<file path="config.mk">
export PLATFORM = sky130hd
export DESIGN_NAME = btab_ram
export DESIGN_NICKNAME = d
export VERILOG_FILES = /design/src/btab_ram.sv
export SDC_FILE = /design/constraint.sdc
export NUM_CORES = 1
export LEC_CHECK = 0
export BUFFER_PORTS_ARGS = -buffer_cell sky130_fd_sc_hd__buf_2
export CAP_MARGIN = 10
export CORE_MARGIN = 3
export CORE_UTILIZATION = 24
export CTS_CLUSTER_DIAMETER = 60
export DETAILED_ROUTE_END_ITERATION = 8
export GPL_ROUTABILITY_DRIVEN = 0
export HOLD_SLACK_MARGIN = 0.12
export RECOVER_POWER = 25
export SETUP_SLACK_MARGIN = 0.15
export SLEW_MARGIN = 20
export SYNTH_ARGS = -nofsm -noshare
export SYNTH_HDL_FRONTEND = slang
export SYNTH_SLANG_ARGS = --single-unit
export TNS_END_PERCENT = 5
</file>
<file path="constraint.sdc">
create_clock -name clk_i -period 5.3 [get_ports clk_i]
set_clock_uncertainty 0.05 [all_clocks]
set_input_delay 0.795 -clock clk_i [delete_from_list [all_inputs] [get_ports clk_i]]
set_output_delay 0.795 -clock clk_i [all_outputs]
set_load 0.02 [all_outputs]
</file>
<file path="src/btab_ram.sv">
// Generic single-write, single-read RAM with registered read data.
`default_nettype none
module btab_ram #(
  parameter int unsigned WIDTH = 32,
  parameter int unsigned DEPTH = 16
) (
  input  wire logic                     clk_i,
  input  wire logic                     we_i,
  input  wire logic [$clog2(DEPTH)-1:0] waddr_i,
  input  wire logic [WIDTH-1:0]         wdata_i,
  input  wire logic [$clog2(DEPTH)-1:0] raddr_i,
  output logic      [WIDTH-1:0]         rdata_o
);

  logic [WIDTH-1:0] mem_q [DEPTH];

  always_ff @(posedge clk_i) begin
    if (we_i) begin
      mem_q[waddr_i] <= wdata_i;
    end
    rdata_o <= mem_q[raddr_i];
  end

endmodule
`default_nettype wire

</file>
==> Yosys cells after proc, flatten, opt, wreduce, memory -nomap -nowiden <==
Memories as Yosys holds them, arrays and structs flattened. A register that Yosys moved wholly into a read port is not among the register bits.
Index checks and enable logic that the tools add are counted.
{ "classes": {"n_eq_ne": 0, "shifts": 0, "n_addsub": 0, "magnitude_cmp": 0, "bitwise": 0, "muxes": 2, "div_mod_pow": 0, "reduce_logical": 0, "multipliers": 0} }
{ "ops": {"columns": ["op", "count"], "rows": [
  ["$mux 1", 2]
]} }
{ "word_totals": {"ff_bits": 0, "mem_bits_rw": 512, "latch_bits": 0, "romBits": 0, "mem_count": 1, "out_inout_bits": 32, "in_bits": 42} }
{ "memory_table": {"columns": ["memory", "depth", "width", "rd", "rd_clocked_by_memory_dff", "wr", "line", "text"], "rows": [
  ["mem_q", 16, 32, 1, 1, 1, "15", "logic [WIDTH-1:0] mem_q [DEPTH];"]
]} }

==> Longest topological paths before layout <==
{ "depth": {"ltp_word": 2, "ltp_mapped": 5, "mapped_depth_nobuf": 3} }

==> Worst setup path before layout <==
OpenSTA, ideal clock, no wires.
{ "synth_timing": {"path_kind": "input port to flip-flop", "from": "in waddr_i[2]", "to": "mem mem_q[0][0], enable pin", "path_buffers": 0, "cell_stages": 2, "path_slack_ps": 1275, "t_required_ps": 4789, "setup_ps": 461, "arrival_ps": 3513, "cell_sequence": "or3b_2 > nor3_1"} }
{ "synth_lines": {"columns": ["element", "line", "text"], "rows": [
  ["from (decl)", "9", "input wire logic [$clog2(DEPTH)-1:0] waddr_i,"],
  ["to (decl)", "15", null]
]} }
No word-level cell before the write port.

==> metrics.log <==
INFO  metric clock_tree.root_cell = clkbuf_16
INFO  metric area.growth.synth_to_final = 17.4%
INFO  metric fin_crit_sh = 0.475
INFO  metric synth-async-reset-ratio = 0
INFO  metric cap_violations = 0
INFO  metric power.share.combinational = 0.051
INFO  metric power_switching = ~1800 uW
INFO  metric synthesis.area = slightly below 20,000 sq um
INFO  metric grt-busiest-layer = met2
INFO  metric synth-edff-count = a little over 500
INFO  metric outcome = complete, no violations
INFO  metric clkPwrFrac = 0.399
INFO  metric hold_buffers = 0
INFO  metric synth_flop_cell = edfxtp_1
INFO  metric maxSlewHeadroom = 0.247
INFO  metric synthMuxAreaShare = 0.145
INFO  metric cts_max_path_buffers = 3
INFO  metric synth-compound-area-share = 0.0242
INFO  metric area_fraction_in_and_or_nand_and_nor_cells_after_synthesis = 0.0127
INFO  metric finalCriticalPeriod = 2.52 ns
INFO  metric grtUsageTotal = 0.106
INFO  metric drt-wirelength-per-cell = 22.5 um
INFO  metric remaining_drc_errors = 0
INFO  metric synth_common_cells = 512 x edfxtp_1, 128 x mux4_2, 64 x a22oi_1
INFO  metric core_area = between 80,000 and 90,000 sq um
INFO  metric routed_wl = around 46,000 um
INFO  metric initial_utilization = 0.245
INFO  metric final_layout_size_suffix_gt1_frac = 0.303
INFO  metric synth_adder_area_share = 0
INFO  metric yosysSeqAreaShare = 0.807
INFO  metric setup_viol_count_final = 0
INFO  metric cts.sink_count = between 500 and 600
INFO  metric timing.setup.critical_path_class = primary input to register
INFO  metric drt_iter0_markers = slightly above 900
INFO  metric synth_area_per_cell = between 20 and 25 sq um
INFO  metric critPathRequiredTime = 5.70 ns
INFO  metric synth_top_cell_by_area = edfxtp_1
INFO  metric unrepaired_setup_endpoints_after_global_routing = false
INFO  metric hold_slack = 0.564 ns
INFO  metric postRouteAntennaNets = 0
INFO  metric finish.net_count = roughly 1,000
INFO  metric setup_tns = 0 ns
INFO  metric endpoint_kind = register
INFO  metric p_seq_frac = 0.549
INFO  metric dominant_combinational_cell_family_by_area_after_synthesis = multiplexers
INFO  metric routed-via-count = between 9,000 and 10,000
INFO  metric synth.distinct_cells = 18
INFO  metric finalHoldViolCount = 0
INFO  metric synth_seq_cells = around 540
INFO  metric placement_rows = roughly 100
INFO  metric synth.most_common_cell = edfxtp_1
INFO  metric number_of_antenna_violations_at_the_first_check_in_global_routing = 5
INFO  metric ys.warnings.count = 0
INFO  metric portBuffers = 73
INFO  metric globalRoute.totalOverflow = 0
INFO  metric fraction_of_power_spent_switching_nets = 0.208
INFO  metric grt_util_met1 = 0.154
INFO  metric power_density = 378 nW/um^2
INFO  metric grtUsageMet3 = 0.0227
INFO  metric worst_skew_pair.late_latency = between 0.5 and 0.6 ns
INFO  metric netlist_top_cells_area = edfxtp_1 77%, mux4_2 15%, dfxtp_1 3.2%, a22oi_1 2.4%, nand2_1 0.62%
INFO  metric cts_made_buffers = 51
INFO  metric top_level_port_count = 74
INFO  metric viasPerCell = 4.40
INFO  metric clkTransAtPathRegs = approximately 0.060 ns
INFO  metric fp.dieW = around 290 um
INFO  metric final-max-slew-violation-count = 0
INFO  metric n_fill_cell = roughly 7,900
INFO  metric grt_max_degree = 70
INFO  metric post-dp-hpwl = approximately 25,000 um
INFO  metric yosys.area_share.xor_xnor = 0
INFO  metric number_of_global_route_vias_before_repair = 9,518
INFO  metric global_route_wire_length_before_repair = 67,400 um
INFO  metric htreeDepth = 2
INFO  metric global_route.usage.met2 = 0.166
INFO  metric fmax = 397 MHz
INFO  metric p_leak = a little over 0.007 uW
INFO  metric tightestPinTransition = around 1.1 ns
INFO  metric hold_class = primary input to register
INFO  metric tritoncts = done
INFO  metric synth_top_area_frac = 0.774
INFO  metric chipHeight = 294 um
INFO  metric cell_internal_pwr = between 6000 and 7000 uW
INFO  metric cells_resized_by_post_cts_repair = 0
INFO  metric first_pass_iteration_count_of_the_detailed_router = 5
INFO  metric worst-endpoint-arrival = 2.92 ns
INFO  metric timing.critical_path.fanout_max = 66
INFO  metric syn_nets = 880
INFO  metric synthesis.instances = about 840
INFO  metric peakVddDrop = between 200 and 250 uV
INFO  metric post_cts_buffers = 0
INFO  metric floorplan.die_area = 86,200 sq um
INFO  metric startpoint_type = primary input
[power groups by stage]
stage,combinational (uW),clock [uW],sequential [uW]
after CTS,467,3600,4840
after global routing,492,3770,4850
final,453,3520,4840
after global placement,454,0,4930
after floorplan,231,0,4960
after detailed placement,466,0,4940
[cell families (layout without fill, tap and decap cells)]
group	Yosys count	count (layout)
buf+inv	43	195
simple gates	59	59
flops	544	544
other cells	0	1
mux	128	128
compound gates	64	64
[routing by layer]
metal / vias up / part of all wire
met1: 4855 / 0.45
li1: 3804 / -
met3: 58 / 0.069
met5: - / 0.00028
met4: 2 / 0.014
met2: 301 / 0.47
[metrics by stage]
step / cell area (sq um) / setup WS [ns] / util / total power (uW) / std cells
6_report: 23300 / 2.78 / 0.287 / 8810 / 2051
5_1_grt: 23300 / 2.57 / 0.287 / 9110 / 2050
4_1_cts: 23300 / 2.71 / 0.287 / 8920 / 2049
3_5_place_dp: 21700 / 2.11 / 0.267 / 5400 / 1954
3_3_place_gp: 21700 / 2.15 / 0.267 / 5390 / 1952
2_1_floorplan: 19900 / 1.28 / - / 5190 / 838
[layout make-up]
cell class                      instances  area [sq um]  share of cell area
Sequential cell                       544         16000               0.687
Multi-Input combinational cell        251          3750               0.161
Clock buffer                           74          1450              0.0623
Tap cell                             1060          1330              0.0569
Timing Repair Buffer                  100           602              0.0258
Clock inverter                         21           159             0.00682
Antenna cell                            1          2.50            0.000107
[cells in the final DEF (no fill, tap or decap)]
| master | count |
|---|---|
| dfxtp_1 | 32 |
| and2_2 | 1 |
| clkbuf_16 | 51 |
| mux4_2 | 128 |
| nand3_1 | 1 |
| a22oi_1 | 64 |
| nand3b_1 | 2 |
| buf_16 | 1 |
| or3b_2 | 1 |
| buf_2 | 51 |
| buf_4 | 24 |
| nor2_4 | 13 |
| clkbuf_8 | 10 |
| nor3_2 | 4 |
| buf_8 | 2 |
| buf_12 | 1 |
| nor2b_4 | 2 |
| edfxtp_1 | 512 |
| clkinvlp_4 | 2 |
| nand2_1 | 33 |
| clkinv_2 | 4 |
| inv_6 | 3 |
| clkinv_1 | 10 |
| bufinv_16 | 2 |
| clkbuf_1 | 34 |
| nand2b_1 | 2 |
| diode_2 | 1 |
[critical path, cell delays in order]
cell	delay, ns
clkbuf_8	0.62
buf_4	0.55
mux4_2	0.58
a22oi_1	0.21
nand2_1	0.07
[registers in the layout, indices dropped and copies added, names as in the netlist]
| name | count |
|---|---|
| mem_q | 512 |
| rdata_o | 32 |
[final timing paths]
path                                      to  slack [ns]     startpoint  cells after the start
worst min register to register   rdata_o[28]        0.62  mem_q[12][28]                      3
worst max register to register   rdata_o[20]        3.89  mem_q[11][20]                      3
worst max-delay path             rdata_o[29]        2.78     raddr_i[0]                      5
worst min-delay path            mem_q[8][26]        0.56    wdata_i[26]                      1
Note: power is estimated with default switching activity, not from simulation.
