File: config.mk
export PLATFORM = sky130hd
export DESIGN_NAME = btab_arith
export DESIGN_NICKNAME = d
export VERILOG_FILES = /design/src/btab_pkg.sv /design/src/btab_arith.sv
export SDC_FILE = /design/constraint.sdc
export NUM_CORES = 2
export LEC_CHECK = 0
export BUFFER_PORTS_ARGS = -buffer_cell sky130_fd_sc_hd__buf_4
export CAP_MARGIN = 20
export CORE_MARGIN = 10
export CORE_UTILIZATION = 50
export DETAILED_ROUTE_END_ITERATION = 8
export PLACE_DENSITY = 0.78
export SETUP_SLACK_MARGIN = 0.15
export SLEW_MARGIN = 25
export SYNTH_ARGS = -nofsm -noshare
export SYNTH_HDL_FRONTEND = slang
export SYNTH_SLANG_ARGS = --single-unit
export TNS_END_PERCENT = 20
File: constraint.sdc
create_clock -name clk_i -period 9.27 [get_ports clk_i]
set_input_delay 0.927 -clock clk_i [delete_from_list [all_inputs] [get_ports clk_i]]
set_output_delay 0.927 -clock clk_i [all_outputs]
set_load 0.1 [all_outputs]
File: src/btab_pkg.sv
// Shared constants, types and codes of the bilinear table interpolator.
`default_nettype none
package btab_pkg;

  localparam int unsigned MAX_ROWS   = 16;
  localparam int unsigned MAX_COLS   = 16;
  localparam int unsigned ROW_AW     = $clog2(MAX_ROWS);
  localparam int unsigned COL_AW     = $clog2(MAX_COLS);
  localparam int unsigned IDX_W      = (ROW_AW > COL_AW) ? ROW_AW : COL_AW;
  localparam int unsigned GRID_DEPTH = MAX_ROWS * MAX_COLS;
  localparam int unsigned GRID_AW    = $clog2(GRID_DEPTH);

  localparam int unsigned VAL_W      = 32;
  localparam int unsigned CNT_W      = 5;
  localparam int unsigned IN_DATA_W  = 104;
  localparam int unsigned DIV_STEPS  = 48;
  localparam int unsigned DCNT_W     = $clog2(DIV_STEPS);

  // Opcodes carried in the input tuser.
  localparam logic [1:0] OP_LOAD_ROW = 2'd0;
  localparam logic [1:0] OP_LOAD_COL = 2'd1;
  localparam logic [1:0] OP_LOAD_GRID = 2'd2;
  localparam logic [1:0] OP_QUERY    = 2'd3;

  // Result status codes.
  localparam logic [1:0] ST_OK       = 2'd0;
  localparam logic [1:0] ST_ZERO_W   = 2'd1;
  localparam logic [1:0] ST_SAT      = 2'd2;

  // Configuration register indexes.
  localparam logic REG_ROWS = 1'b0;
  localparam logic REG_COLS = 1'b1;

  // Operations of the shared arithmetic unit.
  localparam logic ARITH_DIV  = 1'b0;
  localparam logic ARITH_LERP = 1'b1;

  typedef struct packed {
    logic               start;
    logic               op;
    logic signed [32:0] x;   // DIV: numerator, LERP: a
    logic signed [32:0] y;   // DIV: denominator, LERP: b
    logic signed [31:0] z;   // LERP: fraction m
  } arith_cmd_t;

  typedef struct packed {
    logic               done;
    logic signed [31:0] value;
    logic               sat;
  } arith_rsp_t;

endpackage
`default_nettype wire

File: src/btab_arith.sv
// Shared arithmetic unit: bit-serial rounded Q16.16 divide and rounded lerp.
`default_nettype none
module btab_arith
  import btab_pkg::*;
(
  input  wire logic       clk_i,
  input  wire logic       rst_ni,
  input  wire arith_cmd_t cmd_i,
  output arith_rsp_t      rsp_o
);

  typedef enum logic [4:0] {
    A_IDLE = 5'b00001,
    A_DIV  = 5'b00010,
    A_RND  = 5'b00100,
    A_MUL  = 5'b01000,
    A_ADD  = 5'b10000
  } astate_e;

  astate_e            state_q, state_d;
  logic [DCNT_W-1:0]  cnt_q, cnt_d;
  logic               neg_q, neg_d;
  logic [47:0]        dq_q, dq_d;
  logic [31:0]        rem_q, rem_d;
  logic [31:0]        den_q, den_d;
  logic signed [31:0] a_q, a_d;
  logic signed [32:0] diff_q, diff_d;
  logic signed [31:0] m_q, m_d;
  logic [63:0]        prod_q, prod_d;
  logic signed [31:0] val_q, val_d;
  logic               sat_q, sat_d;
  logic               done_q, done_d;

  logic [31:0]        mag_x, mag_y, mag_m, mag_diff;
  logic [32:0]        rem_sh;
  logic               ge;
  logic [32:0]        rem_sub;
  logic               rnd;
  logic [48:0]        qr;
  logic [64:0]        rsum;
  logic [48:0]        up;
  logic signed [49:0] step;
  logic signed [50:0] sum;

  always_comb begin
    mag_x    = cmd_i.x[32] ? 32'(-cmd_i.x) : cmd_i.x[31:0];
    mag_y    = cmd_i.y[32] ? 32'(-cmd_i.y) : cmd_i.y[31:0];
    mag_m    = m_q[31] ? 32'(-m_q) : m_q;
    mag_diff = diff_q[32] ? 32'(-diff_q) : diff_q[31:0];
    rem_sh   = {rem_q, dq_q[47]};
    ge       = (rem_sh >= {1'b0, den_q});
    rem_sub  = rem_sh - {1'b0, den_q};
    rnd      = ({rem_q, 1'b0} >= {1'b0, den_q});
    qr       = {1'b0, dq_q} + {48'b0, rnd};
    rsum     = {1'b0, prod_q} + 65'd32768;
    up       = rsum[64:16];
    step     = neg_q ? -$signed({1'b0, up}) : $signed({1'b0, up});
    sum      = $signed({{19{a_q[31]}}, a_q}) + $signed({step[49], step});
  end

  always_comb begin
    state_d = state_q;
    cnt_d   = cnt_q;
    neg_d   = neg_q;
    dq_d    = dq_q;
    rem_d   = rem_q;
    den_d   = den_q;
    a_d     = a_q;
    diff_d  = diff_q;
    m_d     = m_q;
    prod_d  = prod_q;
    val_d   = val_q;
    sat_d   = sat_q;
    done_d  = 1'b0;
    case (state_q)
      A_IDLE: begin
        if (cmd_i.start) begin
          if (cmd_i.op == ARITH_DIV) begin
            neg_d   = cmd_i.x[32] ^ cmd_i.y[32];
            dq_d    = {mag_x, 16'b0};
            rem_d   = '0;
            den_d   = mag_y;
            cnt_d   = '0;
            state_d = A_DIV;
          end else begin
            a_d     = cmd_i.x[31:0];
            diff_d  = cmd_i.y - cmd_i.x;
            m_d     = cmd_i.z;
            state_d = A_MUL;
          end
        end
      end
      A_DIV: begin
        rem_d = ge ? rem_sub[31:0] : rem_sh[31:0];
        dq_d  = {dq_q[46:0], ge};
        cnt_d = cnt_q + 1'b1;
        if (cnt_q == DCNT_W'(DIV_STEPS - 1)) begin
          state_d = A_RND;
        end
      end
      A_RND: begin
        // Round half away from zero, then clamp to the signed 32-bit range.
        if (neg_q) begin
          sat_d = (qr > {17'b0, 32'h8000_0000});
          val_d = sat_d ? 32'sh8000_0000 : 32'(-qr);
        end else begin
          sat_d = (qr > {17'b0, 32'h7fff_ffff});
          val_d = sat_d ? 32'sh7fff_ffff : qr[31:0];
        end
        done_d  = 1'b1;
        state_d = A_IDLE;
      end
      A_MUL: begin
        prod_d  = mag_m * mag_diff;
        neg_d   = m_q[31] ^ diff_q[32];
        state_d = A_ADD;
      end
      A_ADD: begin
        if (sum > 51'sd2147483647) begin
          sat_d = 1'b1;
          val_d = 32'sh7fff_ffff;
        end else if (sum < -51'sd2147483648) begin
          sat_d = 1'b1;
          val_d = 32'sh8000_0000;
        end else begin
          sat_d = 1'b0;
          val_d = sum[31:0];
        end
        done_d  = 1'b1;
        state_d = A_IDLE;
      end
      default: state_d = A_IDLE;
    endcase
  end

  always_ff @(posedge clk_i or negedge rst_ni) begin
    if (!rst_ni) begin
      state_q <= A_IDLE;
      done_q  <= 1'b0;
    end else begin
      state_q <= state_d;
      done_q  <= done_d;
    end
  end

  always_ff @(posedge clk_i) begin
    cnt_q  <= cnt_d;
    neg_q  <= neg_d;
    dq_q   <= dq_d;
    rem_q  <= rem_d;
    den_q  <= den_d;
    a_q    <= a_d;
    diff_q <= diff_d;
    m_q    <= m_d;
    prod_q <= prod_d;
    val_q  <= val_d;
    sat_q  <= sat_d;
  end

  assign rsp_o.done  = done_q;
  assign rsp_o.value = val_q;
  assign rsp_o.sat   = sat_q;

endmodule
`default_nettype wire
# Yosys cells after proc, flatten, opt, wreduce, memory -nomap -nowiden
# Index checks and enable logic that the tools add are counted.
word_totals:
  reg_bits: 319
  latch_bits: 0
  ramBits: 0
  rom_bits: 0
  inputBits: 102
  out_inout_bits: 34
  word_cells: 86
  memories: 0
op_classes:
  add_sub_neg: 12
  mul: 1
  div: 0
  order_cmp: 6
  eq_ne: 9
  shifts: 0
  mux: 33
  bitwise_logic: 3
  reduce_logical: 9
op_table:
  columns: ["cell", "n"]
  rows:
  - ["32-bit two-way mux", 12]
  - ["32-bit negation", 5]
  - ["32-bit one-hot mux with 2 select lines", 2]
  - ["48-bit two-way mux", 2]
  - ["48-bit one-hot mux with 2 select lines", 1]
  - ["33-bit by 32-bit greater-or-equal comparator with 1-bit output", 2]
  - ["64-bit by 16-bit adder with 65-bit output (second input constant)", 1]
  - ["32-bit by 32-bit multiplier with 64-bit output", 1]
  - ["32-bit by 50-bit adder with 51-bit output", 1]
  - ["51-bit by 32-bit greater-than comparator with 1-bit output (second input constant)", 1]
  - ["51-bit by 32-bit < comparator with 1-bit output (second input constant)", 1]
  - ["50-bit two-way mux", 1]
  - ["49-bit negation with 50-bit output", 1]
  - ["48-bit by 1-bit adder with 49-bit output", 1]
  - ["49-bit by 31-bit greater-than comparator with 1-bit output (second input constant)", 1]
  - ["49-bit by 32-bit greater-than comparator with 1-bit output (second input constant)", 1]
  - ["33-bit subtractor", 1]
  - ["32-bit subtractor", 1]
  - ["5-bit one-hot mux with 3 select lines", 1]
  - ["6-bit two-way mux", 2]
  - ["6-bit one-hot mux with 2 select lines", 1]
  - ["3-bit AND reduction", 4]
  - ["5-bit two-way mux", 2]
  - ["6-bit by 1-bit adder with 6-bit output (second input constant)", 1]
  - ["15 further kinds", 26]

# Longest topological paths before layout
depth:
  ltp_word: 8
  mapped_depth: 38
  ltp_nobuf: 37

# Least setup slack after synthesis
# Ideal clock, no wire load.
synth_path:
  path_type: "flip-flop to flip-flop"
  start: "register m_q[6]"
  end: "register prod_q[62] (data pin)"
  setup_ns: 0.262
  t_arrival_ns: 9.690
  path_slack_ns: -0.682
  stages_incl_launch_ff: 35
  period_less_slack_ns: 9.952
  cell_sequence: "edfxtp_1 > or4_1 > nor4_1 > nor2b_1 > nand2_1 > o41ai_1 > xor2_1 > clkbuf_1 > nor2_1 > fa_1 > inv_1 > fa_1 > fa_1 > fa_1 > inv_1 > fa_1 > inv_1 > fa_1 > inv_1 > fa_1 > inv_1 > fa_1 > inv_1 > ha_1 > and4_1 > nand4_1 > o22ai_1 > o21ai_0 > o21a_1 > o21ai_1 > a211oi_1 > o41ai_1 > a41oi_1 > o21bai_1 > xor2_1"
synth_via:
  elab_chain_cells: 3
synth_lines:
  columns: ["element", "line", "source"]
  rows:
  - ["start, declared", "btab_arith.sv:28", "logic signed [31:0] m_q, m_d;"]
  - ["start signal, assigned", "btab_arith.sv:154", "m_q <= m_d;"]
  - ["32-bit negation", "btab_arith.sv:48", "mag_m = m_q[31] ? 32'(-m_q) : m_q;"]
  - ["32-bit two-way mux *", "btab_arith.sv:48", null]
  - ["32-bit by 32-bit multiplier with 64-bit output *", "btab_arith.sv:114", "prod_d = mag_m * mag_diff;"]
  - ["end signal, assigned", "btab_arith.sv:155", "prod_q <= prod_d;"]
  - ["end, declared", "btab_arith.sv:29", "logic [63:0] prod_q, prod_d;"]
# Every way passes the cells marked *; elsewhere a longest branch is shown, timed or not.
# A chain may end at the register's enable or synchronous reset.

# Final worst setup path
layout_path:
  start: "register m_q[3]"
  end: "register prod_q[58] (data pin)"
# The elaborated chain is that of the path after synthesis.

==> impl_metrics.tcl <==
set metrics [dict create \
    cts-hold-fix-buffers 0 \
    finalCoreUtilization_pct 59.2 \
    final-seq-area_um2 9100 \
    dp_hpwl_um 164000 \
    area_delta_synth_final_pct 17.8 \
    path_class "reg -> reg" \
    cts_htree_levels 2 \
    final.hold.worst_slack_ns 0.0947 \
    r2r-start "m_q[3]$_DFFE_PP_" \
    cp-end-kind "flop" \
    postRouteAntennaNets 0 \
    drive_gt1_share_pct 14.7 \
    rr_endpoint "prod_q[58]$_DFFE_PP_" \
    layout.filler_cells 9764 \
    outcome "complete, but fails checks" \
    failed_checks "setup timing" \
    rrSetupSlack_ns -0.17 \
    synthArstFlopShare_pct 1.97 \
    synth_cell_types 98 \
    pre_cts_ws_ns -0.565 \
    drt-total-wl_um 201000 \
    synthTopCellsByCount "sky130_fd_sc_hd__inv_1, sky130_fd_sc_hd__fa_1, sky130_fd_sc_hd__nor2_1, sky130_fd_sc_hd__nand2_1, sky130_fd_sc_hd__ha_1" \
    detail_route.first_pass.iterations 7 \
    critical_path_arrival_ns 9.78 \
    max_stage_delay_ns 0.59 \
    critical-path-top-cell-by-count "sky130_fd_sc_hd__fa_1" \
    peak_clock_frequency_supported_by_timing_ghz 0.106 \
    post-route-drc-count 0 \
    layout.nets 8280 \
    startpoint_class_of_the_critical_path "flop" \
    synth.largest_area_cell "sky130_fd_sc_hd__fa_1" \
    cap_viol_max_count 0 \
    finalHoldViolations 0 \
    clk_latency_ns 0.64 \
    yosys.area.top_type_share_pct 31.8 \
    setup_violations 21 \
    grt_pass1_vias 49446 \
    relSlewSlack_pct 38.8 \
    dieArea_um2 127000 \
    initial_utilization_pct 50.3 \
    postSynthAreaPerCell_um2 8.80 \
    syn-cell-area_um2 56500 \
    crit_family "adder cells" \
    multi_input_comb_area_um2 43800 \
    num_rows 123 \
    timing.critical_path.buf_inv 6 \
    post_place_cells 8285 \
    detail_route.iter0.violations 5290 \
    finClkSkew_ns 0.0431 \
    clock-sinks 304 \
    worstMarginPinSlew_ns 0.910 \
    design.core.area_um2 112000 \
    via_count 49281 \
    period_share_pct 102 \
    clock_tree.buffer_depth 3 \
    postSynth.topFlopCell "sky130_fd_sc_hd__edfxtp_1" \
    slowest_stage "sky130_fd_sc_hd__fa_2" \
    synth_cells 6419 \
    slew_viol_final 0 \
    io-pin-count 136 \
    synth.yosys.warnings 0 \
    dieHeight_um 356 \
    gr-usage-all-layers_pct 31.4 \
    gp_congestion 1.05 \
    mappedNetlistNets 7804 \
    edff_count_synth 298 \
    clkTransAtPathRegs_ns 0.06 \
    routedWlPerCell_um 23.9 \
    cts-buffers-inserted 37 \
    ys_top_cells_by_area "sky130_fd_sc_hd__fa_1, sky130_fd_sc_hd__edfxtp_1, sky130_fd_sc_hd__ha_1" \
    min_period_ns 9.44 \
    final-instance-count-excl-fill 8424 \
    clk_root_buffer_cell "sky130_fd_sc_hd__clkbuf_16" \
    crit_required_ns 9.60 \
    fp.dieW_um 356 \
    min_delay_path_class "in -> async" \
    global_route.overflow_total 0 \
    yosysMostFrequentCell "sky130_fd_sc_hd__inv_1" \
    grt_start_max_net_pins 61 \
    fin_ws_ns -0.173 \
    yosys_register_bits 304 \
    grt_setup_unrepaired "true" \
    global_route_wire_length_before_repair_um 302000 \
    io_buffer_count 135 \
    critPathMaxFanout 4 \
    vias_per_cell 5.85 \
    number_of_antenna_violations_at_the_first_check_in_global_routing 7 \
    reg2regPathDepth 32 \
    sequential_element_share_of_the_synthesized_area_pct 16.1 \
    tritoncts "done" \
]
## how the worst max path moves through the flow
stage / from / end / slack, ns / cells after the start
3_3_place_gp: m_q[5]$_DFFE_PP_ / prod_q[61]$_DFFE_PP_ / -0.40 / 32
4_1_cts: m_q[3]$_DFFE_PP_ / prod_q[61]$_DFFE_PP_ / -0.10 / 36
6_report: m_q[3]$_DFFE_PP_ / prod_q[58]$_DFFE_PP_ / -0.17 / 32
3_5_place_dp: m_q[5]$_DFFE_PP_ / prod_q[61]$_DFFE_PP_ / -0.57 / 32
2_1_floorplan: m_q[5]$_DFFE_PP_ / prod_q[62]$_DFFE_PP_ / 0.13 / 32
5_1_grt: m_q[3]$_DFFE_PP_ / prod_q[58]$_DFFE_PP_ / -0.50 / 35
## layout by cell type (no fill, tap or decap), types with 42 or more instances in the layout
master,instances
sky130_fd_sc_hd__fa_1,883
sky130_fd_sc_hd__o31ai_1,46
sky130_fd_sc_hd__edfxtp_1,298
sky130_fd_sc_hd__xor2_1,111
sky130_fd_sc_hd__and3_1,54
sky130_fd_sc_hd__buf_12,85
sky130_fd_sc_hd__ha_1,369
sky130_fd_sc_hd__nor3_1,84
sky130_fd_sc_hd__and2_1,45
sky130_fd_sc_hd__xnor2_1,278
sky130_fd_sc_hd__nand4_1,64
sky130_fd_sc_hd__o21ai_0,172
sky130_fd_sc_hd__nand2b_1,47
sky130_fd_sc_hd__a21o_1,77
sky130_fd_sc_hd__nor2_1,782
sky130_fd_sc_hd__nand2_1,722
sky130_fd_sc_hd__nand3_1,113
sky130_fd_sc_hd__a21oi_1,177
sky130_fd_sc_hd__buf_4,580
sky130_fd_sc_hd__or3_1,42
sky130_fd_sc_hd__inv_1,1067
## per-stage QoR
stage	setup TNS, ns	area, um^2
floorplan	0	57300
global placement	-4.65	63800
detailed placement	-9.26	63900
CTS	-0.502	66000
global route	-10.06	66500
finish	-1.90	66500
## what timing repair did
item	in CTS	in global routing
cloned	1	1
endpoints found under the setup margin	34	41
buffers inserted	49	20
resized for setup	92	63
pin swaps	82	51
## registers in the layout (all words and copies together) (netlist names)
name and flops:
prod_q 49, neg_q 1, done_q 1, diff_q 33, m_q 32, a_q 32
val_q 32, state_q 5, cnt_q 6, rem_q 32, sat_q 1, den_q 32
dq_q 48
## layer usage
metal	vias to the layer above	wire length (um)	GRT usage (%)
met5	-	65	0
met4	10	13600	17.3
met3	562	23900	8.81
met2	2841	86900	47.2
li1	21642	-	-
met1	24226	77000	40.8
## cell families after synthesis
| logic type | synth area share (%) |
|---|---|
| AOI/OAI and AO/OA | 9.74 |
| xor gates and xnor gates | 6.81 |
| adders and majority gates | 40.4 |
| buffers and inverters | 9.01 |
| DFF | 16.1 |
| muxes | 0.709 |
| and+or+nand+nor | 17.3 |
## cell type report
class	count	area share [%]
repair buffers	695	9.70
clock buffers	40	1.41
clock inverters	24	0.450
inverters	1078	6.08
multi-input cells	4779	65.8
diodes	4	0.0151
well taps	1500	2.82
flip-flops and latches	304	13.7
## worst reg2reg max path: cells and delay by family, from the launching register on
family / cells / cell delay [ns]
XOR/XNOR: 2 / 0.29
buffers and inverters: 6 / 0.71
AND/OR/NAND/NOR: 6 / 1.52
flip-flops: 1 / 0.38
AO/OA/AOI/OAI: 9 / 1.83
adder cells (fa/ha/maj): 9 / 4.43
Power is not shown: default switching activity piles up to over one toggle a cycle in this logic, so the estimate is an artifact.
